--- src/sv/pot_pickup_cv_mixer_defines.svh ---
// assertion helpers for the mixer module
`ifndef POT_PICKUP_CV_MIXER_DEFINES_SVH
`define POT_PICKUP_CV_MIXER_DEFINES_SVH

// same-cycle implication, checked on clk outside reset
`define PPCM_ASSERT_NOW(lbl, ante, cons, msg) \
	lbl: assert property (@(posedge clk) disable iff (!arst_n) (ante) |-> (cons)) \
		else $error(msg);

// next-cycle implication, checked on clk outside reset
`define PPCM_ASSERT_NEXT(lbl, ante, cons, msg) \
	lbl: assert property (@(posedge clk) disable iff (!arst_n) (ante) |=> (cons)) \
		else $error(msg);

`endif

--- src/sv/ppcm_pkg.sv ---
`timescale 1ns / 1ps

package ppcm_pkg;

	// converter scale
	localparam int FS_BITS    = 12;
	localparam int FULL_SCALE = (1 << FS_BITS) - 1;
	localparam logic [FS_BITS-1:0] FS_MAX = '1;

	// store geometry
	localparam int NUM_KNOBS   = 3;
	localparam int NUM_PRESETS = 32;
	localparam int STORE_DEPTH = NUM_KNOBS * NUM_PRESETS;
	localparam int ADDR_W      = $clog2(STORE_DEPTH);

	// field widths
	localparam int KIND_W    = 2;
	localparam int PRESET_W  = 5;
	localparam int KNOB_W    = 2;
	localparam int VAL_W     = 8;
	localparam int DEPTH_W   = 7;
	localparam int MODE_W    = 2;
	localparam int CFG_W     = DEPTH_W;
	localparam int CFG_IDX_W = 2;

	// arithmetic widths
	localparam int PROD_W    = FS_BITS + VAL_W;
	localparam int SPROD_W   = PROD_W + 2;
	localparam int SVAL_W    = VAL_W + 3;
	localparam int PCT_W     = FS_BITS + DEPTH_W;
	localparam int MAX_DEPTH = 100;
	localparam int RCP_SHIFT = PCT_W;
	localparam int RCP_MUL   = (1 << RCP_SHIFT) / MAX_DEPTH + 1;
	localparam int RCP_W     = $clog2(RCP_MUL + 1);
	localparam int RCPP_W    = PCT_W + RCP_W;
	localparam logic [RCP_W-1:0] RCP_K = RCP_W'(RCP_MUL);
	localparam logic [DEPTH_W-1:0] DEPTH_CAP = DEPTH_W'(MAX_DEPTH);
	localparam int DIV_CNT_W = $clog2(FS_BITS + 1);

	// item kinds
	localparam logic [KIND_W-1:0] KIND_SAMPLE = 2'd0;
	localparam logic [KIND_W-1:0] KIND_LOAD   = 2'd1;
	localparam logic [KIND_W-1:0] KIND_CLEAR  = 2'd2;

	// cv modes
	localparam logic [MODE_W-1:0] CV_OFF = 2'd0;
	localparam logic [MODE_W-1:0] CV_UNI = 2'd1;
	localparam logic [MODE_W-1:0] CV_BI  = 2'd2;

	// register indexes
	localparam logic [CFG_IDX_W-1:0] REG_CV_MODE   = 2'd0;
	localparam logic [CFG_IDX_W-1:0] REG_CV_TARGET = 2'd1;
	localparam logic [CFG_IDX_W-1:0] REG_CV_DEPTH  = 2'd2;

	typedef enum logic [2:0] {
		S_IDLE,
		S_READ,
		S_RCP,
		S_COR,
		S_MUL2,
		S_MAP2,
		S_FIN
	} state_t;

	typedef struct packed {
		logic              re;
		logic              we;
		logic [ADDR_W-1:0] addr;
		logic [VAL_W-1:0]  wdata;
	} ram_req_t;

	typedef struct packed {
		logic              start;
		logic [PROD_W-1:0] dividend;
		logic [VAL_W-1:0]  divisor;
	} div_req_t;

	typedef struct packed {
		logic               busy;
		logic               done;
		logic [FS_BITS-1:0] quot;
	} div_rsp_t;

	// floor(m / FULL_SCALE) for m below 2**VAL_W * FULL_SCALE
	function automatic logic [VAL_W-1:0] div_fs(input logic [PROD_W-1:0] m);
		logic [PROD_W-1:0] s;
		logic [PROD_W-1:0] r;
		logic [VAL_W-1:0]  q;
		s = m + (m >> FS_BITS);
		q = s[PROD_W-1:FS_BITS];
		r = m - {q, {FS_BITS{1'b0}}} + PROD_W'(q);
		if (r >= PROD_W'(FULL_SCALE)) begin
			q = q + 1'b1;
		end
		return q;
	endfunction

	// x < lo gives lo, then x > hi gives hi
	function automatic logic [VAL_W-1:0] clamp_r(input logic signed [SVAL_W-1:0] x,
			input logic [VAL_W-1:0] lo, input logic [VAL_W-1:0] hi);
		logic signed [SVAL_W-1:0] slo;
		logic signed [SVAL_W-1:0] shi;
		logic [VAL_W-1:0]         res;
		slo = $signed({3'b000, lo});
		shi = $signed({3'b000, hi});
		if (x < slo) begin
			res = lo;
		end else if (x > shi) begin
			res = hi;
		end else begin
			res = x[VAL_W-1:0];
		end
		return res;
	endfunction

	// product of reading and span, divided by full scale toward zero, offset and clamped
	function automatic logic [VAL_W-1:0] to_range(input logic signed [SPROD_W-1:0] prod,
			input logic [VAL_W-1:0] lo, input logic [VAL_W-1:0] hi);
		logic [SPROD_W-1:0]       mag;
		logic [VAL_W-1:0]         q;
		logic signed [SVAL_W-1:0] x;
		mag = prod[SPROD_W-1] ? $unsigned(-prod) : $unsigned(prod);
		q = div_fs(mag[PROD_W-1:0]);
		x = prod[SPROD_W-1] ? -$signed({3'b000, q}) : $signed({3'b000, q});
		x = x + $signed({3'b000, lo});
		return clamp_r(x, lo, hi);
	endfunction

	// reciprocal estimate is exact or one too high
	function automatic logic [FS_BITS-1:0] pct_fix(input logic [FS_BITS-1:0] est,
			input logic [PCT_W-1:0] n);
		logic [PCT_W-1:0]   back;
		logic [FS_BITS-1:0] res;
		back = PCT_W'(est) * PCT_W'(MAX_DEPTH);
		res = (back > n) ? est - 1'b1 : est;
		return res;
	endfunction

endpackage

--- src/sv/ppcm_in_if.sv ---
`timescale 1ns / 1ps

interface ppcm_in_if;
	logic                            valid;
	logic                            ready;
	logic [ppcm_pkg::KIND_W-1:0]     kind;
	logic [ppcm_pkg::PRESET_W-1:0]   preset;
	logic [ppcm_pkg::KNOB_W-1:0]     knob;
	logic [ppcm_pkg::FS_BITS-1:0]    knob_reading;
	logic [ppcm_pkg::FS_BITS-1:0]    cv_reading;
	logic [ppcm_pkg::VAL_W-1:0]      range_low;
	logic [ppcm_pkg::VAL_W-1:0]      range_high;
	logic [ppcm_pkg::VAL_W-1:0]      load_value;

	modport source (
		output valid, kind, preset, knob, knob_reading, cv_reading,
		       range_low, range_high, load_value,
		input  ready
	);

	modport sink (
		input  valid, kind, preset, knob, knob_reading, cv_reading,
		       range_low, range_high, load_value,
		output ready
	);
endinterface

--- src/sv/ppcm_out_if.sv ---
`timescale 1ns / 1ps

interface ppcm_out_if;
	logic                         valid;
	logic                         ready;
	logic [ppcm_pkg::FS_BITS-1:0] drive_level;
	logic [ppcm_pkg::VAL_W-1:0]   param_value;
	logic                         picked_up;

	modport source (
		output valid, drive_level, param_value, picked_up,
		input  ready
	);

	modport sink (
		input  valid, drive_level, param_value, picked_up,
		output ready
	);
endinterface

--- src/sv/pot_pickup_cv_mixer.sv ---
`timescale 1ns / 1ps
// Knob soft-pickup and cv mixer.
// in_ch carries one item per transfer: a knob sample, a stored-value load, or a
// clear of all pickup flags, with the preset row, knob, readings and range.
// out_ch returns exactly one result per item: drive level, stored value of the
// entry after the item, and the knob's pickup flag.
// cfg_we/cfg_index/cfg_data write cv_mode, cv_target_pot and cv_depth; write
// them only while no item is in flight.
// An item runs through the read, reciprocal, correction, multiply, map and
// final steps, and leaves the final step only once the 12-step level divider
// that maps a stored value back to full scale is done; the divider runs beside
// the scaling steps for every item. One item is worked at a time: the stored
// value is read from a single-port memory, modified and written back.
// Reset clears the pickup flags, the cv registers and the control state; the
// stored values are undefined until loaded.
// The result sits in an output register: if out_ch stalls, the block holds the
// finished item in its last step until the register frees, and in_ch ready
// stays low meanwhile.

`include "pot_pickup_cv_mixer_defines.svh"

module pot_pickup_cv_mixer (
	input  logic                           clk,
	input  logic                           arst_n,
	ppcm_in_if.sink                        in_ch,
	ppcm_out_if.source                     out_ch,
	input  logic                           cfg_we,
	input  logic [ppcm_pkg::CFG_IDX_W-1:0] cfg_index,
	input  logic [ppcm_pkg::CFG_W-1:0]     cfg_data
);

	ppcm_pkg::state_t state_q, state_d;

	logic in_ready, in_xfer, out_free, fin_go, div_start;

	// configuration
	logic [ppcm_pkg::MODE_W-1:0]  cv_mode_q;
	logic [ppcm_pkg::KNOB_W-1:0]  cv_target_q;
	logic [ppcm_pkg::DEPTH_W-1:0] cv_depth_q;

	// captured item
	logic [ppcm_pkg::KIND_W-1:0]  kind_q;
	logic [ppcm_pkg::KNOB_W-1:0]  knob_q;
	logic [ppcm_pkg::FS_BITS-1:0] rd_q, cvr_q;
	logic [ppcm_pkg::VAL_W-1:0]   lo_q, hi_q, load_q;
	logic [ppcm_pkg::ADDR_W-1:0]  addr_q;
	logic                         valid_q;

	logic [ppcm_pkg::NUM_KNOBS-1:0] flags_q;

	ppcm_pkg::ram_req_t          ram_req;
	logic [ppcm_pkg::VAL_W-1:0]  ram_rdata;
	ppcm_pkg::div_req_t          div_req;
	ppcm_pkg::div_rsp_t          div_rsp;

	logic [ppcm_pkg::ADDR_W-1:0]  in_addr;
	logic                         in_knob_ok;
	logic signed [ppcm_pkg::VAL_W:0] span;
	logic [ppcm_pkg::VAL_W-1:0]   span_mag;
	logic signed [ppcm_pkg::VAL_W:0] num, num_neg;
	logic [ppcm_pkg::VAL_W-1:0]   num_mag;
	logic [ppcm_pkg::DEPTH_W-1:0] depth_sat;
	logic [ppcm_pkg::RCPP_W-1:0]  rcp_c, rcp_h;
	logic [ppcm_pkg::FS_BITS-1:0] h_full;

	// pipeline registers of the scaling steps
	logic signed [ppcm_pkg::SPROD_W-1:0] prod_p_s1, prod_c_s4, prod_h_s4;
	logic [ppcm_pkg::PCT_W-1:0]   pct_c_s1, pct_h_s1;
	logic [ppcm_pkg::VAL_W-1:0]   p8_s2, c8_s5, h8_s5;
	logic [ppcm_pkg::FS_BITS-1:0] est_c_s2, est_h_s2, c_s3;
	logic [ppcm_pkg::FS_BITS-2:0] h_s3;

	// final step
	logic                          hit, flag_cur, flag_new, cv_sel, wr_en;
	logic [ppcm_pkg::FS_BITS:0]    lvl_uni;
	logic signed [ppcm_pkg::FS_BITS+1:0] u_bi, sum_bi;
	logic signed [ppcm_pkg::SVAL_W-1:0]  dch, dch_c, shi;
	logic [ppcm_pkg::FS_BITS-1:0]  level_cv, level_map, level_calc, lvl_out;
	logic [ppcm_pkg::VAL_W-1:0]    v_cv, wr_data, pv_out;
	logic                          pu_out;

	// output register
	logic                          out_valid_q;
	logic [ppcm_pkg::FS_BITS-1:0]  out_level_q;
	logic [ppcm_pkg::VAL_W-1:0]    out_value_q;
	logic                          out_pu_q;

	// input address and knob check
	always_comb begin
		in_addr = ppcm_pkg::ADDR_W'(in_ch.preset) * ppcm_pkg::ADDR_W'(ppcm_pkg::NUM_KNOBS)
			+ ppcm_pkg::ADDR_W'(in_ch.knob);
		in_knob_ok = (int'(in_ch.knob) < ppcm_pkg::NUM_KNOBS)
			&& (int'(in_ch.preset) < ppcm_pkg::NUM_PRESETS);
	end

	// next state
	always_comb begin
		state_d = state_q;
		unique case (state_q)
			ppcm_pkg::S_IDLE: if (in_xfer) state_d = ppcm_pkg::S_READ;
			ppcm_pkg::S_READ: state_d = ppcm_pkg::S_RCP;
			ppcm_pkg::S_RCP:  state_d = ppcm_pkg::S_COR;
			ppcm_pkg::S_COR:  state_d = ppcm_pkg::S_MUL2;
			ppcm_pkg::S_MUL2: state_d = ppcm_pkg::S_MAP2;
			ppcm_pkg::S_MAP2: state_d = ppcm_pkg::S_FIN;
			ppcm_pkg::S_FIN:  if (fin_go) state_d = ppcm_pkg::S_IDLE;
			default:          state_d = ppcm_pkg::S_IDLE;
		endcase
	end

	// state outputs
	always_comb begin
		out_free  = !out_valid_q || out_ch.ready;
		in_ready  = state_q == ppcm_pkg::S_IDLE;
		in_xfer   = in_ch.valid && in_ready;
		div_start = state_q == ppcm_pkg::S_READ;
		fin_go    = (state_q == ppcm_pkg::S_FIN) && div_rsp.done && out_free;
	end

	assign in_ch.ready = in_ready;

	always_ff @(posedge clk or negedge arst_n) begin
		if (!arst_n) begin
			state_q <= ppcm_pkg::S_IDLE;
		end else begin
			state_q <= state_d;
		end
	end

	// configuration writes
	always_ff @(posedge clk or negedge arst_n) begin
		if (!arst_n) begin
			cv_mode_q   <= ppcm_pkg::CV_OFF;
			cv_target_q <= '0;
			cv_depth_q  <= '0;
		end else if (cfg_we) begin
			unique case (cfg_index)
				ppcm_pkg::REG_CV_MODE:   cv_mode_q   <= cfg_data[ppcm_pkg::MODE_W-1:0];
				ppcm_pkg::REG_CV_TARGET: cv_target_q <= cfg_data[ppcm_pkg::KNOB_W-1:0];
				ppcm_pkg::REG_CV_DEPTH:  cv_depth_q  <= cfg_data;
				default: ;
			endcase
		end
	end

	// item capture on input transfer
	always_ff @(posedge clk) begin
		if (in_xfer) begin
			kind_q  <= in_ch.kind;
			knob_q  <= in_ch.knob;
			rd_q    <= in_ch.knob_reading;
			cvr_q   <= in_ch.cv_reading;
			lo_q    <= in_ch.range_low;
			hi_q    <= in_ch.range_high;
			load_q  <= in_ch.load_value;
			addr_q  <= in_addr;
			valid_q <= in_knob_ok;
		end
	end

	// shared terms of the captured item
	always_comb begin
		span      = $signed({1'b0, hi_q}) - $signed({1'b0, lo_q});
		span_mag  = span[ppcm_pkg::VAL_W] ? 8'(-span) : span[ppcm_pkg::VAL_W-1:0];
		num       = $signed({1'b0, ram_rdata}) - $signed({1'b0, lo_q});
		num_neg   = -num;
		num_mag   = num[ppcm_pkg::VAL_W] ? num_neg[ppcm_pkg::VAL_W-1:0]
		                                 : num[ppcm_pkg::VAL_W-1:0];
		depth_sat = (cv_depth_q > ppcm_pkg::DEPTH_CAP) ? ppcm_pkg::DEPTH_CAP : cv_depth_q;
		rcp_c     = ppcm_pkg::RCPP_W'(pct_c_s1) * ppcm_pkg::RCPP_W'(ppcm_pkg::RCP_K);
		rcp_h     = ppcm_pkg::RCPP_W'(pct_h_s1) * ppcm_pkg::RCPP_W'(ppcm_pkg::RCP_K);
		h_full    = ppcm_pkg::pct_fix(est_h_s2, pct_h_s1);
	end

	// memory access: read at transfer, write back at the last step
	always_comb begin
		ram_req.re    = in_xfer;
		ram_req.we    = fin_go && wr_en;
		ram_req.addr  = in_xfer ? in_addr : addr_q;
		ram_req.wdata = wr_data;
	end

	ppcm_ram u_ram (
		.clk   (clk),
		.req   (ram_req),
		.rdata (ram_rdata)
	);

	// level divider: |stored - lo| * full scale / |hi - lo|
	always_comb begin
		div_req.start    = div_start;
		div_req.dividend = {num_mag, {ppcm_pkg::FS_BITS{1'b0}}} - ppcm_pkg::PROD_W'(num_mag);
		div_req.divisor  = span_mag;
	end

	ppcm_lvl_div u_div (
		.clk    (clk),
		.arst_n (arst_n),
		.req    (div_req),
		.rsp    (div_rsp)
	);

	// scaling steps
	always_ff @(posedge clk) begin
		unique case (state_q)
			ppcm_pkg::S_READ: begin
				prod_p_s1 <= $signed({1'b0, rd_q}) * span;
				pct_c_s1  <= ppcm_pkg::PCT_W'(cvr_q) * ppcm_pkg::PCT_W'(depth_sat);
				pct_h_s1  <= {depth_sat, {ppcm_pkg::FS_BITS{1'b0}}}
					- ppcm_pkg::PCT_W'(depth_sat);
			end
			ppcm_pkg::S_RCP: begin
				p8_s2    <= ppcm_pkg::to_range(prod_p_s1, lo_q, hi_q);
				est_c_s2 <= rcp_c[ppcm_pkg::RCP_SHIFT +: ppcm_pkg::FS_BITS];
				est_h_s2 <= rcp_h[ppcm_pkg::RCP_SHIFT +: ppcm_pkg::FS_BITS];
			end
			ppcm_pkg::S_COR: begin
				c_s3 <= ppcm_pkg::pct_fix(est_c_s2, pct_c_s1);
				h_s3 <= h_full[ppcm_pkg::FS_BITS-1:1];
			end
			ppcm_pkg::S_MUL2: begin
				prod_c_s4 <= $signed({1'b0, c_s3}) * span;
				prod_h_s4 <= $signed({2'b00, h_s3}) * span;
			end
			ppcm_pkg::S_MAP2: begin
				c8_s5 <= ppcm_pkg::to_range(prod_c_s4, lo_q, hi_q);
				h8_s5 <= ppcm_pkg::to_range(prod_h_s4, lo_q, hi_q);
			end
			default: ;
		endcase
	end

	// cv mixing of level and value
	always_comb begin
		lvl_uni = {1'b0, rd_q} + {1'b0, c_s3};
		u_bi    = $signed({2'b00, c_s3}) - $signed({3'b000, h_s3});
		sum_bi  = $signed({2'b00, rd_q}) + u_bi;
		shi     = $signed({3'b000, hi_q});
		dch     = $signed({3'b000, c8_s5}) - $signed({3'b000, h8_s5});
		if (dch < -shi) begin
			dch_c = -shi;
		end else if (dch > shi) begin
			dch_c = shi;
		end else begin
			dch_c = dch;
		end
		unique case (cv_mode_q)
			ppcm_pkg::CV_UNI: begin
				level_cv = lvl_uni[ppcm_pkg::FS_BITS] ? ppcm_pkg::FS_MAX
					: lvl_uni[ppcm_pkg::FS_BITS-1:0];
				v_cv = ppcm_pkg::clamp_r($signed({3'b000, p8_s2}) + $signed({3'b000, c8_s5}),
					lo_q, hi_q);
			end
			ppcm_pkg::CV_BI: begin
				if (sum_bi < 0) begin
					level_cv = '0;
				end else if (sum_bi > $signed({2'b00, ppcm_pkg::FS_MAX})) begin
					level_cv = ppcm_pkg::FS_MAX;
				end else begin
					level_cv = sum_bi[ppcm_pkg::FS_BITS-1:0];
				end
				v_cv = ppcm_pkg::clamp_r($signed({3'b000, p8_s2}) + dch_c, lo_q, hi_q);
			end
			default: begin
				level_cv = rd_q;
				v_cv     = p8_s2;
			end
		endcase
	end

	// stored value mapped back to full scale
	always_comb begin
		if (num == '0 || num[ppcm_pkg::VAL_W] != span[ppcm_pkg::VAL_W]) begin
			level_map = '0;
		end else if (num_mag > span_mag) begin
			level_map = ppcm_pkg::FS_MAX;
		end else begin
			level_map = div_rsp.quot;
		end
	end

	// pickup decision and result
	always_comb begin
		flag_cur = flags_q[knob_q];
		hit      = p8_s2 == ram_rdata;
		flag_new = flag_cur || hit;
		cv_sel   = (cv_target_q == knob_q) && (cv_depth_q != '0);
		wr_en    = 1'b0;
		wr_data  = load_q;
		level_calc = '0;
		priority if (cv_sel) begin
			level_calc = level_cv;
			wr_data    = v_cv;
		end else if (flag_new) begin
			level_calc = rd_q;
			wr_data    = p8_s2;
		end else if (lo_q != hi_q) begin
			level_calc = level_map;
		end else begin
			// empty range, not picked up
			level_calc = '0;
		end
		if (kind_q == ppcm_pkg::KIND_LOAD) begin
			wr_data = load_q;
		end
		if (valid_q) begin
			wr_en = (kind_q == ppcm_pkg::KIND_LOAD)
				|| ((kind_q == ppcm_pkg::KIND_SAMPLE) && (cv_sel || flag_new));
		end
		lvl_out = (valid_q && kind_q == ppcm_pkg::KIND_SAMPLE) ? level_calc : '0;
		pv_out  = !valid_q ? '0 : (wr_en ? wr_data : ram_rdata);
		if (!valid_q || kind_q == ppcm_pkg::KIND_CLEAR) begin
			pu_out = 1'b0;
		end else if (kind_q == ppcm_pkg::KIND_SAMPLE) begin
			pu_out = flag_new;
		end else begin
			pu_out = flag_cur;
		end
	end

	// pickup flags
	always_ff @(posedge clk or negedge arst_n) begin
		if (!arst_n) begin
			flags_q <= '0;
		end else if (fin_go) begin
			if (kind_q == ppcm_pkg::KIND_CLEAR) begin
				flags_q <= '0;
			end else if (valid_q && kind_q == ppcm_pkg::KIND_SAMPLE && hit) begin
				flags_q[knob_q] <= 1'b1;
			end
		end
	end

	// output register valid
	always_ff @(posedge clk or negedge arst_n) begin
		if (!arst_n) begin
			out_valid_q <= 1'b0;
		end else if (fin_go) begin
			out_valid_q <= 1'b1;
		end else if (out_ch.ready) begin
			out_valid_q <= 1'b0;
		end
	end

	// output register payload
	always_ff @(posedge clk) begin
		if (fin_go) begin
			out_level_q <= lvl_out;
			out_value_q <= pv_out;
			out_pu_q    <= pu_out;
		end
	end

	assign out_ch.valid       = out_valid_q;
	assign out_ch.drive_level = out_level_q;
	assign out_ch.param_value = out_value_q;
	assign out_ch.picked_up   = out_pu_q;

	// checks
	`PPCM_ASSERT_NOW(a_ram_single_port, ram_req.we, !ram_req.re, "store read and write collide")
	`PPCM_ASSERT_NEXT(a_accept_starts, in_xfer, state_q == ppcm_pkg::S_READ && !in_ch.ready,
		"accepted item did not start")
	`PPCM_ASSERT_NOW(a_fin_div_done, fin_go, div_rsp.done && !div_rsp.busy,
		"result taken before level divider finished")
	`PPCM_ASSERT_NEXT(a_fin_to_out, fin_go, out_ch.valid, "finished item not presented")
	`PPCM_ASSERT_NEXT(a_clear_flags, fin_go && kind_q == ppcm_pkg::KIND_CLEAR, flags_q == '0,
		"pickup flags not cleared")

endmodule

--- src/sv/ppcm_ram.sv ---
`timescale 1ns / 1ps

module ppcm_ram (
	input  logic                       clk,
	input  ppcm_pkg::ram_req_t         req,
	output logic [ppcm_pkg::VAL_W-1:0] rdata
);

	logic [ppcm_pkg::VAL_W-1:0] mem [ppcm_pkg::STORE_DEPTH];
	logic [ppcm_pkg::VAL_W-1:0] rdata_q;

	// single port, registered read
	always_ff @(posedge clk) begin
		if (req.we) begin
			mem[req.addr] <= req.wdata;
		end
		if (req.re) begin
			rdata_q <= mem[req.addr];
		end
	end

	assign rdata = rdata_q;

endmodule

--- src/sv/ppcm_lvl_div.sv ---
`timescale 1ns / 1ps

module ppcm_lvl_div (
	input  logic               clk,
	input  logic               arst_n,
	input  ppcm_pkg::div_req_t req,
	output ppcm_pkg::div_rsp_t rsp
);

	logic [ppcm_pkg::DIV_CNT_W-1:0] cnt_q;
	logic                           done_q;
	logic [ppcm_pkg::VAL_W-1:0]     rem_q;
	logic [ppcm_pkg::FS_BITS-1:0]   quo_q;
	logic [ppcm_pkg::VAL_W-1:0]     divisor_q;
	logic [ppcm_pkg::VAL_W:0]       trial;
	logic [ppcm_pkg::VAL_W:0]       diff;
	logic                           qbit;
	logic [ppcm_pkg::VAL_W-1:0]     rem_nx;

	// one restoring step per cycle
	always_comb begin
		trial  = {rem_q, quo_q[ppcm_pkg::FS_BITS-1]};
		diff   = trial - {1'b0, divisor_q};
		qbit   = trial >= {1'b0, divisor_q};
		rem_nx = qbit ? diff[ppcm_pkg::VAL_W-1:0] : trial[ppcm_pkg::VAL_W-1:0];
	end

	// step counter and done flag
	always_ff @(posedge clk or negedge arst_n) begin
		if (!arst_n) begin
			cnt_q  <= '0;
			done_q <= 1'b0;
		end else if (req.start) begin
			cnt_q  <= ppcm_pkg::DIV_CNT_W'(ppcm_pkg::FS_BITS);
			done_q <= 1'b0;
		end else if (cnt_q != '0) begin
			cnt_q <= cnt_q - 1'b1;
			if (cnt_q == ppcm_pkg::DIV_CNT_W'(1)) begin
				done_q <= 1'b1;
			end
		end
	end

	// remainder and quotient shift register
	always_ff @(posedge clk) begin
		if (req.start) begin
			rem_q     <= req.dividend[ppcm_pkg::PROD_W-1:ppcm_pkg::FS_BITS];
			quo_q     <= req.dividend[ppcm_pkg::FS_BITS-1:0];
			divisor_q <= req.divisor;
		end else if (cnt_q != '0) begin
			rem_q <= rem_nx;
			quo_q <= {quo_q[ppcm_pkg::FS_BITS-2:0], qbit};
		end
	end

	assign rsp.busy = cnt_q != '0;
	assign rsp.done = done_q;
	assign rsp.quot = quo_q;

endmodule

--- src/flat_wrapper.sv ---
// flat-port wrapper written by rule: the top's interface ports become plain ports
module pot_pickup_cv_mixer_flat 
  (clk, arst_n, cfg_we, cfg_index, cfg_data, in_ch_valid, in_ch_kind, in_ch_preset, in_ch_knob, in_ch_knob_reading, in_ch_cv_reading, in_ch_range_low, in_ch_range_high, in_ch_load_value, in_ch_ready, out_ch_valid, out_ch_drive_level, out_ch_param_value, out_ch_picked_up, out_ch_ready);
  ppcm_in_if in_ch_i ();
  ppcm_out_if out_ch_i ();
  input  logic clk;
  input  logic arst_n;
  input  logic cfg_we;
  input  logic [ppcm_pkg::CFG_IDX_W-1:0] cfg_index;
  input  logic [ppcm_pkg::CFG_W-1:0] cfg_data;
  input wire logic [$bits(in_ch_i.valid)-1:0] in_ch_valid;
  input wire logic [$bits(in_ch_i.kind)-1:0] in_ch_kind;
  input wire logic [$bits(in_ch_i.preset)-1:0] in_ch_preset;
  input wire logic [$bits(in_ch_i.knob)-1:0] in_ch_knob;
  input wire logic [$bits(in_ch_i.knob_reading)-1:0] in_ch_knob_reading;
  input wire logic [$bits(in_ch_i.cv_reading)-1:0] in_ch_cv_reading;
  input wire logic [$bits(in_ch_i.range_low)-1:0] in_ch_range_low;
  input wire logic [$bits(in_ch_i.range_high)-1:0] in_ch_range_high;
  input wire logic [$bits(in_ch_i.load_value)-1:0] in_ch_load_value;
  output wire logic [$bits(in_ch_i.ready)-1:0] in_ch_ready;
  output wire logic [$bits(out_ch_i.valid)-1:0] out_ch_valid;
  output wire logic [$bits(out_ch_i.drive_level)-1:0] out_ch_drive_level;
  output wire logic [$bits(out_ch_i.param_value)-1:0] out_ch_param_value;
  output wire logic [$bits(out_ch_i.picked_up)-1:0] out_ch_picked_up;
  input wire logic [$bits(out_ch_i.ready)-1:0] out_ch_ready;
  assign in_ch_i.valid = in_ch_valid;
  assign in_ch_i.kind = in_ch_kind;
  assign in_ch_i.preset = in_ch_preset;
  assign in_ch_i.knob = in_ch_knob;
  assign in_ch_i.knob_reading = in_ch_knob_reading;
  assign in_ch_i.cv_reading = in_ch_cv_reading;
  assign in_ch_i.range_low = in_ch_range_low;
  assign in_ch_i.range_high = in_ch_range_high;
  assign in_ch_i.load_value = in_ch_load_value;
  assign in_ch_ready = in_ch_i.ready;
  assign out_ch_valid = out_ch_i.valid;
  assign out_ch_drive_level = out_ch_i.drive_level;
  assign out_ch_param_value = out_ch_i.param_value;
  assign out_ch_picked_up = out_ch_i.picked_up;
  assign out_ch_i.ready = out_ch_ready;
  pot_pickup_cv_mixer u_core (.clk(clk), .arst_n(arst_n), .in_ch(in_ch_i), .out_ch(out_ch_i), .cfg_we(cfg_we), .cfg_index(cfg_index), .cfg_data(cfg_data));
endmodule
--- config.mk ---
export PLATFORM = sky130hd
export DESIGN_NAME = pot_pickup_cv_mixer_flat
export DESIGN_NICKNAME = d
export VERILOG_FILES = /design/src/sv/ppcm_pkg.sv /design/src/sv/ppcm_in_if.sv /design/src/sv/ppcm_out_if.sv /design/src/sv/pot_pickup_cv_mixer.sv /design/src/sv/ppcm_ram.sv /design/src/sv/ppcm_lvl_div.sv /design/src/flat_wrapper.sv
export VERILOG_INCLUDE_DIRS = /design/src /design/src/sv
export SDC_FILE = /design/constraint.sdc
export NUM_CORES = 2
export LEC_CHECK = 0
export ABC_AREA = 1
export CAP_MARGIN = 20
export CORE_UTILIZATION = 66
export DETAILED_ROUTE_END_ITERATION = 10
export DONT_BUFFER_PORTS = 1
export PLACE_DENSITY = 0.82
export SLEW_MARGIN = 0
export SYNTH_ARGS = -nofsm -noshare
export SYNTH_HDL_FRONTEND = slang
export SYNTH_SLANG_ARGS = --single-unit
--- constraint.sdc ---
create_clock -name clk -period 15.9 [get_ports clk]
set_input_delay 1.59 -clock clk [delete_from_list [all_inputs] [get_ports clk]]
set_output_delay 1.59 -clock clk [all_outputs]
set_load 0.02 [all_outputs]
==> results by group <==
Global routing
  – First-pass GRT wire length: 341.7 mm
  – Grt total ovfl: 0
  – Largest net degree at the start of global routing: 98
  – Antenna violations before repair: 29
  – Vias in the first global route: 61,160
  – GR Util All Layers: 0.3556

Drt
  – Drt wl/cell: about 23 µm
  – Total wire length: 221.9 mm
  – DRT antenna net count: 0
  – Drt drc: 0
  – Via Count: 60,490
  – Initial DRC count: approximately 6,600
  – 1st-pass router iterations: 7
  – Vias per cell: ~6.1

CTS
  – CTS clock-pin slew for the worst setup and hold paths: 0.07 ns
  – H-tree levels: 3
  – Clock Path Buffers: 3
  – Post-CTS setup buffers: 0
  – # clock sinks: 1,079
  – Root buf cell: clkbuf_16
  – Inserted Clock Buffers: 107
  – CTS hold repair buffers: 0
  – CTS tree: done
  – Clk_lat worst skew: 0.77 ns
  – Post_cts resized: 0

Worst setup path
  – Critical Path Sink: u_core.p8_s2[3]$_DFFE_PP_
  – Crit path DAT: approximately 11 ns
  – Worst path required time: 16.37 ns
  – Slowest-stage cell, CP: nor3_2
  – Worst r2r dst: u_core.p8_s2[3]$_DFFE_PP_
  – Worst setup SP type: flip-flop
  – R2R cell count: 59
  – Crit path max fanout: 11
  – Crit end category: flip-flop
  – Kind of critical path: reg -> reg
  – Setup crit start: u_core.prod_p_s1[0]$_DFFE_PP_
  – RR Startpoint: u_core.prod_p_s1[0]$_DFFE_PP_
  – Most common cell on crit path: nand2_1
  – Slowest stage delay, CP: ~0.47 ns
  – R2R setup slack: 5.70 ns

Timing
  – Final Setup Violations: 0
  – Setup TNS: 0 ns
  – Tmin final: between 10 and 15 ns
  – Hold WS: 0.5219 ns
  – Period utilization: 0.6415
  – Fin. Hold Viols: 0
  – RSZ-0062 raised after global routing: false
  – Least-Margin Pin Slew: between 1 and 1.5 ns
  – FMAX: slightly below 100 MHz
  – Relative slew slack: 0.2407
  – Worst-case clock skew: between 0.1 and 0.15 ns
  – Fin. max-slew vios: 0

Logic synthesis
  – Cells after Synth: between 8,000 and 9,000
  – Register area share after synthesis: 0.3964
  – Post-Syn Area: 0.08128 mm²
  – Top cells by count, synth: 1,402 x inv_1, 1,262 x nand2_1, 1,049 x edfxtp_1
  – Yosys reg bits: 1,079
  – Synth warnings: 0
  – EDFF count, synth: 1,049
  – Synth Flop Type: edfxtp_1
  – Synth Area per Inst: 10.00 µm²
  – Netlist cell types: 70
  – Most numerous cell in the Yosys netlist: inv_1
  – Syn_nets: between 9,000 and 10,000
  – Top post-synthesis cells by area: edfxtp_1 39%, ha_1 15%, fa_1 12%, inv_1 6.5%, nand2_1 5.8%
  – Async set-reset flop share out of synthesis: 0.02132
  – Synth area leader: edfxtp_1
  – Synth top area share: 0.3876

Die
  – Starting Density: 0.6660
  – Io pins: 94
  – Full die area: 0.1246 mm²
  – Chip width: 352.9 µm
  – Die Y: 352.9 µm
  – # rows: 128
  – Core ar.: 0.1220 mm²

Layout
  – Final nets: 9,609
  – Core Util, Final: 0.7104
  – P&R area growth vs syn: 6.664%
  – Proportion of layout cells with a drive suffix above 1: 0.05360
  – Number of fillers in the final layout: roughly 8,700

Placed design
  – Detailed Place HPWL: 159.9 mm
  – Port bufs: 0
  – Global placer's final weighted congestion: 0.9555

Run status
  – Outcome: finished clean

Hold path
  – Min-delay src: u_core.cv_depth_q[0]$_DFFE_PN0P_
  – Hold crit path type: reg -> reg

Job
  – Max Cap Violations: 0
-- placed cells by master, fill, tap and decap left out, types with 26 or more instances in the layout --
master        n
or2_2        29
nand2_1    1262
xor2_1      287
a22oi_1     316
inv_1      1402
o21ai_0     240
o21bai_1     46
fa_1        467
a21oi_1     382
xnor2_1      61
a221oi_1     38
clkbuf_16   107
nand4_1     154
nor3_1       41
ha_1        954
a22o_1       36
nand3_1     247
nand2_2      48
buf_4        57
nor2_1      525
edfxtp_1   1049
inv_2        26
-- layer usage --
metal,global-route usage,vias to the layer above,part of all wire
met5,0,-,0.00055
met4,0.1775,20,0.054
met3,0.08274,750,0.11
met2,0.5830,3359,0.47
met1,0.4432,28940,0.37
li1,-,27430,-
-- final cells by class --
cell class / instances / area [µm²] / share of cell area
timing repair buffer: 61 / 505.5 / 0.005831
clock inverter: 63 / 606.8 / 0.007000
multi-input combinational: 5427 / 43020 / 0.4963
tap: 1625 / 2033 / 0.02345
sequential: 1079 / 32220 / 0.3716
clock buffer: 138 / 2854 / 0.03292
inverter: 1441 / 5421 / 0.06254
antenna: 13 / 32.53 / 0.0003753
-- worst min-delay path by stage --
stage                                             end  slack [ns]  cells after the start
global route            u_core.flags_q[1]$_DFFE_PN0P_        0.54                      2
CTS                  u_core.cv_depth_q[0]$_DFFE_PN0P_        0.52                      2
floorplan             u_core.u_div.done_q$_DFFE_PN0P_        0.46                      2
global placement    u_core.u_div.cnt_q[1]$_DFFE_PN0P_        0.50                      2
detailed placement   u_core.cv_depth_q[0]$_DFFE_PN0P_        0.50                      2
finish               u_core.cv_depth_q[0]$_DFFE_PN0P_        0.52                      2
-- per-stage QoR --
stage | area [µm²] | setup WS [ns] | instances
floorplan | 81280 | 4.897 | 8127
global placement | 83110 | 5.963 | 9628
detailed placement | 83160 | 5.846 | 9631
CTS | 86620 | 5.816 | 9832
global route | 86680 | 4.686 | 9841
finish | 86690 | 5.701 | 9847
-- registers in the layout (all words and copies together) (netlist names), 11 cells and up --
signal and flops:
u_core.u_ram.mem 768, u_core.prod_c_s4 21, u_core.prod_h_s4 21, u_core.prod_p_s1 21, u_core.pct_c_s1 19, u_core.pct_h_s1 18
u_core.c_s3 12, u_core.cvr_q 12, u_core.est_c_s2 12, u_core.est_h_s2 12, u_core.out_ch.drive_level 12, u_core.rd_q 12
u_core.u_div.quo_q 12, u_core.h_s3 11
-- critical path: cells and delay by family, from the launching register on --
| kind | cells | cell delay [ns] |
|---|---|---|
| buf+inv | 6 | 0.42 |
| xor+xnor | 2 | 0.62 |
| simple gates | 32 | 3.69 |
| compound gates | 11 | 2.24 |
| fa+ha+maj | 8 | 2.55 |
| flops | 1 | 0.45 |
-- kinds of logic after synthesis --
group           count (synthesis)  synth area share
mux                             2         0.0002771
simple gates                 2427            0.1307
xor+xnor                      358           0.03950
flops                        1079            0.3964
compound gates               1219           0.09469
buf+inv                      1621           0.07653
fa+ha+maj                    1421            0.2619
Power is not shown: default switching activity piles up to over one toggle a cycle in this logic, so the estimate is an artifact.
